[src/rtl/amv_pkg.sv]
`default_nettype none
package amv_pkg;

  localparam int IdBytesDefault = 64;

  typedef enum logic [1:0] {
    OP_START  = 2'd0,
    OP_EXPECT = 2'd1,
    OP_BYTE   = 2'd2,
    OP_END    = 2'd3
  } op_t;

  typedef enum logic [3:0] {
    E_NONE      = 4'd0,
    E_NULL      = 4'd1,
    E_MALFORMED = 4'd2,
    E_MISSING   = 4'd3,
    E_DUP       = 4'd4,
    E_UNKNOWN   = 4'd5,
    E_TYPE      = 4'd6,
    E_INVALID   = 4'd7,
    E_MISMATCH  = 4'd8,
    E_TRAILING  = 4'd9
  } err_t;

  typedef enum logic [9:0] {
    PH_BEGIN       = 10'b0000000001,
    PH_OPEN        = 10'b0000000010,
    PH_KEY         = 10'b0000000100,
    PH_AFTER_KEY   = 10'b0000001000,
    PH_AFTER_COLON = 10'b0000010000,
    PH_STRING      = 10'b0000100000,
    PH_LITERAL     = 10'b0001000000,
    PH_NUMBER      = 10'b0010000000,
    PH_AFTER_VALUE = 10'b0100000000,
    PH_DONE        = 10'b1000000000
  } phase_t;

  localparam logic [2:0] F_CRASH = 3'd0;
  localparam logic [2:0] F_DUP   = 3'd1;
  localparam logic [2:0] F_DUR   = 3'd2;
  localparam logic [2:0] F_TIME  = 3'd3;
  localparam logic [2:0] F_SYM   = 3'd4;
  localparam logic [2:0] F_NONE  = 3'd5;

  localparam logic [6:0] KeyMax   = 7'd39;
  localparam logic [6:0] ValueMax = 7'd64;
  localparam logic [62:0] Max63   = {63{1'b1}};
  localparam logic [62:0] MulLim  = Max63 / 63'd10;

  // Key name bytes, first character in the top byte
  localparam logic [63:0]  KeyIdText     = 64'h63726173685f6964;
  localparam logic [103:0] KeyTimeText   = 104'h7365727665725f7574635f6d73;
  localparam logic [159:0] KeyStatusText = 160'h73796d626f6c69636174696f6e5f737461747573;

  // Key name character at position, zero past the end
  function automatic logic [7:0] key_char(input logic [2:0] k, input logic [5:0] i);
    logic [159:0] s;
    logic [7:0] c;
    s = '0;
    unique case (k)
      3'd0:    s = {KeyIdText, 96'd0};
      3'd1:    s = {"duplicate", 88'd0};
      3'd2:    s = {"durable", 104'd0};
      3'd3:    s = {KeyTimeText, 56'd0};
      default: s = KeyStatusText;
    endcase
    c = 8'd0;
    if (i < 6'd20) c = s[159 - 8 * i -: 8];
    return c;
  endfunction

  function automatic logic [6:0] key_len(input logic [2:0] k);
    logic [6:0] l;
    unique case (k)
      3'd0:    l = 7'd8;
      3'd1:    l = 7'd9;
      3'd2:    l = 7'd7;
      3'd3:    l = 7'd13;
      default: l = 7'd20;
    endcase
    return l;
  endfunction

  function automatic logic [7:0] lit_char(input logic w, input logic [2:0] i);
    logic [39:0] s;
    s = w ? "false" : {"true", 8'd0};
    return (i < 3'd5) ? s[39 - 8 * i -: 8] : 8'd0;
  endfunction

  function automatic logic is_ws(input logic [7:0] b);
    return b == 8'h20 || b == 8'h09 || b == 8'h0a || b == 8'h0d;
  endfunction

endpackage
`default_nettype wire

[src/rtl/ack_message_validator.sv]
// A result is computed from the end beat in the stage 1 register and loaded into the output register.
// Accepts one beat per cycle of any opcode while the output register is free; an end beat
// directly behind another end beat waits while the first result loads the output.
// The expected id memory has one write and one registered read port.
// Reset (synchronous, active high) clears the parser and the id length; id
// memory contents stay undefined and are only read below the written length.
`default_nettype none
module ack_message_validator import amv_pkg::*; #(
  parameter int ID_BYTES = IdBytesDefault
) (
  input  wire logic        clk,
  input  wire logic        rst,
  input  wire logic        in_valid,
  output logic             in_ready,
  input  wire logic [1:0]  opcode,
  input  wire logic [7:0]  data_byte,
  output logic             out_valid,
  input  wire logic        out_ready,
  output logic [3:0]       error_code,
  output logic             already_reported,
  output logic             stored_durably,
  output logic [62:0]      server_time_ms
);
  localparam int AW = $clog2(ID_BYTES);
  localparam int LW = $clog2(ID_BYTES + 1);

  logic [7:0] id_mem [ID_BYTES];
  logic [7:0] rd_data;

  // Stage 1 registers: accepted beat
  logic       s1_valid;
  op_t        s1_op;
  logic [7:0] s1_byte;

  logic [LW-1:0] exp_len;
  logic exp_over, exp_closed;
  phase_t phase;
  err_t   err;
  logic [4:0] seen;
  logic [2:0] cur;
  logic [4:0] cand;
  logic [6:0] tlen;
  logic idm;
  logic [2:0] lprog;
  logic lword;
  logic [62:0] num;
  logic dupf, durf;

  logic acc;
  logic res_free;

  // Next state of stage 1
  logic [LW-1:0] exp_len_n;
  logic exp_closed_n;
  logic [6:0] tlen_n;
  phase_t ph_n;
  err_t   err_n;
  logic [4:0] seen_n, cand_n;
  logic [2:0] cur_n, lprog_n;
  logic idm_n, lword_n, exp_over_n, dupf_n, durf_n;
  logic [62:0] num_n;
  logic res_v;
  logic [3:0] res_code;

  // Hold every beat while an unaccepted result is held, and an end beat while the result register is about to be loaded
  assign res_free = !out_valid || out_ready;
  assign in_ready = res_free && !(res_v && opcode == OP_END);
  assign acc = in_valid && in_ready;

  // Id memory: write at accept, read at the text position of the next string byte
  logic [AW-1:0] rd_addr;
  logic          exp_wr;
  assign exp_wr = acc && opcode == OP_EXPECT && !exp_closed_n && data_byte != 8'd0 &&
                  exp_len_n < LW'(ID_BYTES);

  always_ff @(posedge clk) begin
    if (exp_wr) id_mem[exp_len_n[AW-1:0]] <= data_byte;
    rd_data <= id_mem[rd_addr];
  end
  assign rd_addr = (32'(tlen_n) < ID_BYTES) ? AW'(tlen_n) : AW'(ID_BYTES - 1);

  // Stage 1 state update, in flight values fed forward for the next beat
  always_comb begin
    logic [7:0] b;
    logic [3:0] d;
    logic [4:0] bit1;
    logic fin;
    logic [65:0] prod;
    ph_n = phase; err_n = err; seen_n = seen; cand_n = cand; cur_n = cur;
    lprog_n = lprog; idm_n = idm; lword_n = lword; exp_over_n = exp_over;
    dupf_n = dupf; durf_n = durf; num_n = num; tlen_n = tlen;
    exp_len_n = exp_len; exp_closed_n = exp_closed;
    res_v = 1'b0; res_code = E_NONE;
    b = s1_byte; d = b[3:0]; fin = 1'b0; prod = '0;
    bit1 = 5'd1 << cur;
    if (s1_valid) begin
      unique case (s1_op)
        OP_START: begin
          ph_n = PH_BEGIN; err_n = E_NONE; seen_n = '0; cur_n = '0; cand_n = 5'h1f;
          tlen_n = '0; idm_n = 1'b1; lprog_n = '0; lword_n = 1'b0; num_n = '0;
          dupf_n = 1'b0; durf_n = 1'b0; exp_len_n = '0; exp_over_n = 1'b0;
          exp_closed_n = 1'b0;
        end
        OP_EXPECT: begin
          if (!exp_closed) begin
            if (b == 8'd0) exp_closed_n = 1'b1;
            else if (exp_len < LW'(ID_BYTES)) exp_len_n = exp_len + 1'b1;
            else exp_over_n = 1'b1;
          end
        end
        OP_BYTE: begin
          if (err == E_NONE) begin
            unique case (phase)
              PH_BEGIN: if (!is_ws(b)) begin
                if (b == "{") ph_n = PH_OPEN; else err_n = E_MALFORMED;
              end
              PH_OPEN: if (!is_ws(b)) begin
                if (b == "}") ph_n = PH_DONE;
                else if (b == "\"") begin
                  tlen_n = '0; cand_n = 5'h1f; ph_n = PH_KEY;
                end else err_n = E_TYPE;
              end
              PH_KEY: begin
                if (b == "\"") begin
                  cur_n = F_NONE;
                  for (int i = 0; i < 5; i++)
                    if (cand[i] && key_len(3'(i)) == tlen) cur_n = 3'(i);
                  ph_n = PH_AFTER_KEY;
                end else if (b == "\\" || b < 8'h20 || tlen >= KeyMax) err_n = E_INVALID;
                else begin
                  for (int i = 0; i < 5; i++)
                    if (tlen >= key_len(3'(i)) || key_char(3'(i), tlen[5:0]) != b)
                      cand_n[i] = 1'b0;
                  tlen_n = tlen + 1'b1;
                end
              end
              PH_AFTER_KEY: if (!is_ws(b)) begin
                if (b != ":") err_n = E_MALFORMED;
                else if (cur >= F_NONE) err_n = E_UNKNOWN;
                else ph_n = PH_AFTER_COLON;
              end
              PH_AFTER_COLON: if (!is_ws(b)) begin
                if (cur == F_CRASH || cur == F_SYM) begin
                  if (b != "\"") err_n = E_TYPE;
                  else begin tlen_n = '0; idm_n = 1'b1; ph_n = PH_STRING; end
                end else if (cur == F_DUP || cur == F_DUR) begin
                  if (b == "t") begin lword_n = 1'b0; lprog_n = 3'd1; ph_n = PH_LITERAL; end
                  else if (b == "f") begin lword_n = 1'b1; lprog_n = 3'd1; ph_n = PH_LITERAL; end
                  else err_n = E_TYPE;
                end else begin
                  if (b < "0" || b > "9") err_n = E_TYPE;
                  else begin num_n = 63'(d); ph_n = PH_NUMBER; end
                end
              end
              PH_STRING: begin
                if (b == "\"") begin
                  if (cur == F_CRASH) begin
                    if (!idm || exp_over || 32'(exp_len) != 32'(tlen)) err_n = E_MISMATCH;
                    else fin = 1'b1;
                  end else if (tlen == 7'd0) err_n = E_INVALID;
                  else fin = 1'b1;
                end else if (b == "\\" || b < 8'h20 || tlen >= ValueMax) err_n = E_INVALID;
                else begin
                  if (cur == F_CRASH && (32'(tlen) >= 32'(exp_len) ||
                      32'(tlen) >= ID_BYTES || rd_data != b)) idm_n = 1'b0;
                  tlen_n = tlen + 1'b1;
                end
              end
              PH_LITERAL: begin
                if (lprog >= (lword ? 3'd5 : 3'd4) || lit_char(lword, lprog) != b)
                  err_n = E_TYPE;
                else begin
                  lprog_n = lprog + 1'b1;
                  if (lprog_n == (lword ? 3'd5 : 3'd4)) begin
                    if (cur == F_DUP) dupf_n = !lword; else durf_n = !lword;
                    fin = 1'b1;
                  end
                end
              end
              PH_NUMBER: begin
                if (b >= "0" && b <= "9") begin
                  prod = 66'(num) * 66'd10 + 66'(d);
                  if (num > MulLim || prod > 66'(Max63)) err_n = E_INVALID;
                  else num_n = prod[62:0];
                end else begin
                  if (seen[cur]) err_n = E_DUP;
                  else begin
                    seen_n = seen | bit1;
                    ph_n = PH_AFTER_VALUE;
                    if (!is_ws(b)) begin
                      if (b == "}") ph_n = PH_DONE;
                      else if (b == ",") ph_n = PH_OPEN;
                      else err_n = E_MALFORMED;
                    end
                  end
                end
              end
              PH_AFTER_VALUE: if (!is_ws(b)) begin
                if (b == "}") ph_n = PH_DONE;
                else if (b == ",") ph_n = PH_OPEN;
                else err_n = E_MALFORMED;
              end
              default: if (!is_ws(b)) err_n = E_TRAILING;
            endcase
            if (fin) begin
              if (seen[cur]) err_n = E_DUP;
              else begin seen_n = seen | bit1; ph_n = PH_AFTER_VALUE; end
            end
          end
        end
        default: begin
          res_v = 1'b1;
          if (exp_len == '0 && !exp_over) res_code = E_NULL;
          else if (err != E_NONE) res_code = err;
          else begin
            priority case (phase)
              PH_OPEN, PH_AFTER_COLON, PH_LITERAL: res_code = E_TYPE;
              PH_NUMBER: res_code = seen[cur] ? E_DUP : E_MALFORMED;
              PH_DONE: begin
                if (seen != 5'h1f) res_code = E_MISSING;
                else if (!durf) res_code = E_INVALID;
                else res_code = E_NONE;
              end
              default: res_code = E_MALFORMED;
            endcase
          end
          ph_n = PH_BEGIN; err_n = E_NONE; seen_n = '0; cur_n = '0; cand_n = 5'h1f;
          tlen_n = '0; idm_n = 1'b1; lprog_n = '0; lword_n = 1'b0; num_n = '0;
          dupf_n = 1'b0; durf_n = 1'b0; exp_len_n = '0; exp_over_n = 1'b0;
          exp_closed_n = 1'b0;
        end
      endcase
    end
  end

  // Advance the pipeline and commit state
  always_ff @(posedge clk) begin
    if (rst) begin
      s1_valid <= 1'b0; out_valid <= 1'b0;
      phase <= PH_BEGIN; err <= E_NONE; seen <= '0; cur <= '0; cand <= 5'h1f;
      tlen <= '0; idm <= 1'b1; lprog <= '0; lword <= 1'b0; num <= '0;
      dupf <= 1'b0; durf <= 1'b0; exp_len <= '0; exp_over <= 1'b0; exp_closed <= 1'b0;
    end else begin
      s1_valid <= acc;
      phase <= ph_n; err <= err_n; seen <= seen_n; cur <= cur_n; cand <= cand_n;
      tlen <= tlen_n; idm <= idm_n; lprog <= lprog_n; lword <= lword_n; num <= num_n;
      dupf <= dupf_n; durf <= durf_n; exp_len <= exp_len_n; exp_over <= exp_over_n;
      exp_closed <= exp_closed_n;
      if (res_v) out_valid <= 1'b1;
      else if (out_ready) out_valid <= 1'b0;
    end
  end

  always_ff @(posedge clk) begin
    if (acc) begin
      s1_op <= op_t'(opcode);
      s1_byte <= data_byte;
    end
    if (res_v) begin
      error_code <= res_code;
      already_reported <= (res_code == E_NONE) && dupf;
      stored_durably <= (res_code == E_NONE) && durf;
      server_time_ms <= (res_code == E_NONE) ? num : '0;
    end
  end

  // A result only loads when the result register is free
  a_no_overrun: assert property (@(posedge clk) disable iff (rst)
    res_v |-> !out_valid || out_ready)
    else $error("result overrun");
  a_err_sticky: assert property (@(posedge clk) disable iff (rst)
    s1_valid && s1_op == OP_BYTE && err != E_NONE |=> err == $past(err))
    else $error("sticky error changed");
  a_code_range: assert property (@(posedge clk) disable iff (rst)
    out_valid |-> error_code <= E_TRAILING)
    else $error("bad error code");
  a_fail_zero: assert property (@(posedge clk) disable iff (rst)
    out_valid && error_code != E_NONE |-> server_time_ms == '0 && !already_reported)
    else $error("fields not zero on failure");

endmodule
`default_nettype wire

[config.mk]
export PLATFORM = sky130hd
export DESIGN_NAME = ack_message_validator
export DESIGN_NICKNAME = d
export VERILOG_FILES = /design/src/rtl/amv_pkg.sv /design/src/rtl/ack_message_validator.sv
export SDC_FILE = /design/constraint.sdc
export NUM_CORES = 2
export LEC_CHECK = 0
export BUFFER_PORTS_ARGS = -buffer_cell sky130_fd_sc_hd__buf_2
export CAP_MARGIN = 15
export CORE_ASPECT_RATIO = 1.75
export CORE_MARGIN = 1
export CORE_UTILIZATION = 60
export DETAILED_ROUTE_END_ITERATION = 6
export GPL_TIMING_DRIVEN = 0
export PLACE_DENSITY = 0.82
export SLEW_MARGIN = 20
export SYNTH_ARGS = -nofsm -noshare
export SYNTH_HDL_FRONTEND = slang
export SYNTH_SLANG_ARGS = --single-unit
export TNS_END_PERCENT = 10
[constraint.sdc]
create_clock -name clk -period 12.3 [get_ports clk]
set_input_delay 1.23 -clock clk [delete_from_list [all_inputs] [get_ports clk]]
set_output_delay 1.23 -clock clk [all_outputs]
set_load 0.05 [all_outputs]
==> metrics.txt <==
status=completed; crit path launch type=flop; max-slew violations=0; clk slew on worst S/H paths=0.07 ns; slowest cell delay on critical path=1.02 ns; GRT overflow=0; Rows=123; initial antenna violation count=3; Seq cells post-synth=714; clk_lat worst skew=0.69 ns; Worst R2R Start=s1_byte[7]$_DFFE_PP_; leakage=15.5 nW; Synthesis Warnings=0; count of cell types in the netlist=109; diodes inserted=0; Final setup viols=0; TritonCTS Buffers=61; crit path from=s1_byte[7]$_DFFE_PP_; Routed wire per std cell=26.0 µm; Post-CTS Hold Buffers=0; vias=32947; worst hold slack=0.469 ns; Synth Cell Area=39200 µm²; final hold violation count=0; DPL Wire Length=95.6 mm; CP max-delay cell=nor4_1; crit end category=flop; core region area=64500 µm²; IO buf count=84; setup_tns=0 ns; leading area contributor after synthesis=edfxtp_1; Resized cells post-CTS=0; Setup Skew=0.0406 ns; HP Class=reg -> reg; fraction of registers with async set/reset=0%; drt via density=6.63; synth top area cells=edfxtp_1, nand2_1, dfxtp_1; crit share post-route=64.0%; post-synth top area share=45.2%; DIE AREA=66400 µm²; arrival time worst endpoint=8.40 ns; Max-Cap Viols=0; non-filler cells, final=4970; Post-synth EDFFs=591; Antenna Nets Post-Route=0; GRT Util Overall=38.3%; area growth from synthesis to layout=8.99%; FMAX=127 MHz; # IOs=85; Buffers & Inverters on Critical Path=4; worst slew pin tran=1.30 ns; CTS tree=yes; most common cell in the synthesized netlist=nand2_1; CTS H-tree lvls=2; Syn Inst Count=3964; crit-path leading delay family=simple AND/OR/NAND/NOR gates; initial core utilization=60.8%; Reg2Reg Capture Point=rd_data[4]$_DFF_P_; final wirelength=129 mm; maximum vdd drop=0.158 mV; clk root buf=clkbuf_16; crit-path max FO=10; data required time of the critical path=12.83 ns; DRC viols=0; min Tclk post-route=7.87 ns; Synth Flop Type=edfxtp_1; Commonest cells post-synth=nand2_1, edfxtp_1, nor2_1, a21oi_1, o21ai_0; first-pass GRT wire length=190 mm; Detailed Route Iter0 Violations=2938; FF-to-FF setup slack=4.43 ns; Die Y-Extent=340 µm; Seq/Total Area, Yosys=51.5%; dpl ws=4.93 ns; routability congestion estimate=1.05; RSZ-0062 raised after global routing=false; pin count of the biggest net entering global routing=67; fin worst setup slack=4.43 ns; Max Root-Sink Buffers=3; crit path kind=reg -> reg; vias in the first global route=32680; Post-CTS Setup Bufs=0; hold path startpoint=idm$_SDFFE_PP1P_; Clock Sinks=714; Hold Path Sink=idm$_SDFFE_PP1P_; Initial DRT Pass Iterations=6; crit-path cells=clkbuf_1 > nor4_1 > nand4b_1 > nand2_1 > o2111ai_1 > a211oi_1 > o31ai_1 > a22oi_1 > and2_1 > clkbuf_1 > or2_1 > buf_2 > buf_1 > a21oi_1 > nor4_1 > a21oi_1 > nand3_1 > o21ai_0; Worst slew margin=12.2%; Die Wd=195 µm; Hold Path Depth=1; Nets=4276; share of layout cells above drive strength 1=7.38%; syn nets=4127; syn_area_per_cell=9.90 µm²; r2r worst-path depth=18; Placed Cells=4862; PwrDens=111 nW/µm²
final cells by class:
class / count / area [µm²]
inverter: 44 / 168
clock inverter: 33 / 380
buffer: 225 / 958
sequential: 714 / 20200
clock buffer: 75 / 1620
tap: 812 / 1020
timing repair buffer: 86 / 475
multi-input combinational: 2981 / 17900
fill: 5030 / 21700
power by group:
group | leakage (nW) | total, mW | internal (mW) | switching [mW]
combinational | 8.30 | 0.152 | 0.0290 | 0.123
sequential | 6.24 | 2.63 | 2.62 | 0.00684
clock | 0.955 | 1.95 | 1.05 | 0.899
total | 15.5 | 4.73 | 3.70 | 1.03
layout by cell type, fill, tap and decap left out, drive strengths merged, types with 29 or more instances in the layout:
cell    synthesis  routed
o21ai         191     191
nand2         746     746
and2          102     102
edfxtp        591     591
nand3         139     139
nor3           82      82
ha            147     147
nor2          315     315
buf            76     162
o211ai         37      37
xnor2          86      86
a22oi          29      29
a211oi         68      68
inv            42      45
a31oi          51      51
a21oi         293     293
mux2i         105     105
nand4          55      55
xor2           54      54
nor4           49      49
nor2b          41      41
clkbuf        149     224
dfxtp         123     123
o31ai          33      33
sequential cells by signal, summed over array words and instances, names as in the netlist, 2 cells and up:
signal / count
server_time_ms: 63
num: 63
s1_op: 2
cur: 3
err: 4
s1_byte: 8
exp_len: 7
seen: 5
id_mem: 512
tlen: 7
phase: 10
lprog: 3
rd_data: 8
cand: 5
error_code: 4
cells by family after synthesis:
logic type	after synthesis	synth area share, %
AOI/OAI and AO/OA	887	14.5
xor gates and xnor gates	140	3.18
adders and majority gates	149	4.79
buffers and inverters	269	2.86
DFF	714	51.5
muxes	123	3.22
and+or+nand+nor	1682	19.9
per-layer routing:
| layer | wire, µm | up-vias | track usage, % | share of wire, % |
|---|---|---|---|---|
| met2 | 65600 | 1816 | 68.9 | 51 |
| met4 | 13900 | 0 | 37.4 | 11 |
| met1 | 40800 | 15604 | 36.6 | 32 |
| met3 | 9020 | 638 | 6.01 | 7.0 |
| met5 | 0 | - | 0 | 0 |
| li1 | - | 14889 | - | - |
per-stage QoR:
| step | area, µm² | util [%] | power [mW] |
|---|---|---|---|
| final | 42700 | 66.3 | 4.73 |
| after global routing | 42700 | 66.3 | 4.81 |
| after CTS | 42700 | 66.3 | 4.72 |
| after detailed placement | 40700 | 63.2 | 2.83 |
| after global placement | 40700 | 63.1 | 2.83 |
| after floorplan | 39200 | - | 2.76 |
how the worst max path moves through the flow:
stage          slack (ns)  cells after the start                   end
5_1_grt              4.28                     17    rd_data[4]$_DFF_P_
2_1_floorplan        6.92                     20  num[61]$_SDFFE_PP0P_
6_report             4.43                     18    rd_data[4]$_DFF_P_
4_1_cts              4.89                     17    rd_data[2]$_DFF_P_
3_5_place_dp         4.93                     17    rd_data[5]$_DFF_P_
3_3_place_gp         4.73                     17    rd_data[5]$_DFF_P_
No activity file was read; power rests on OpenSTA's default activity.
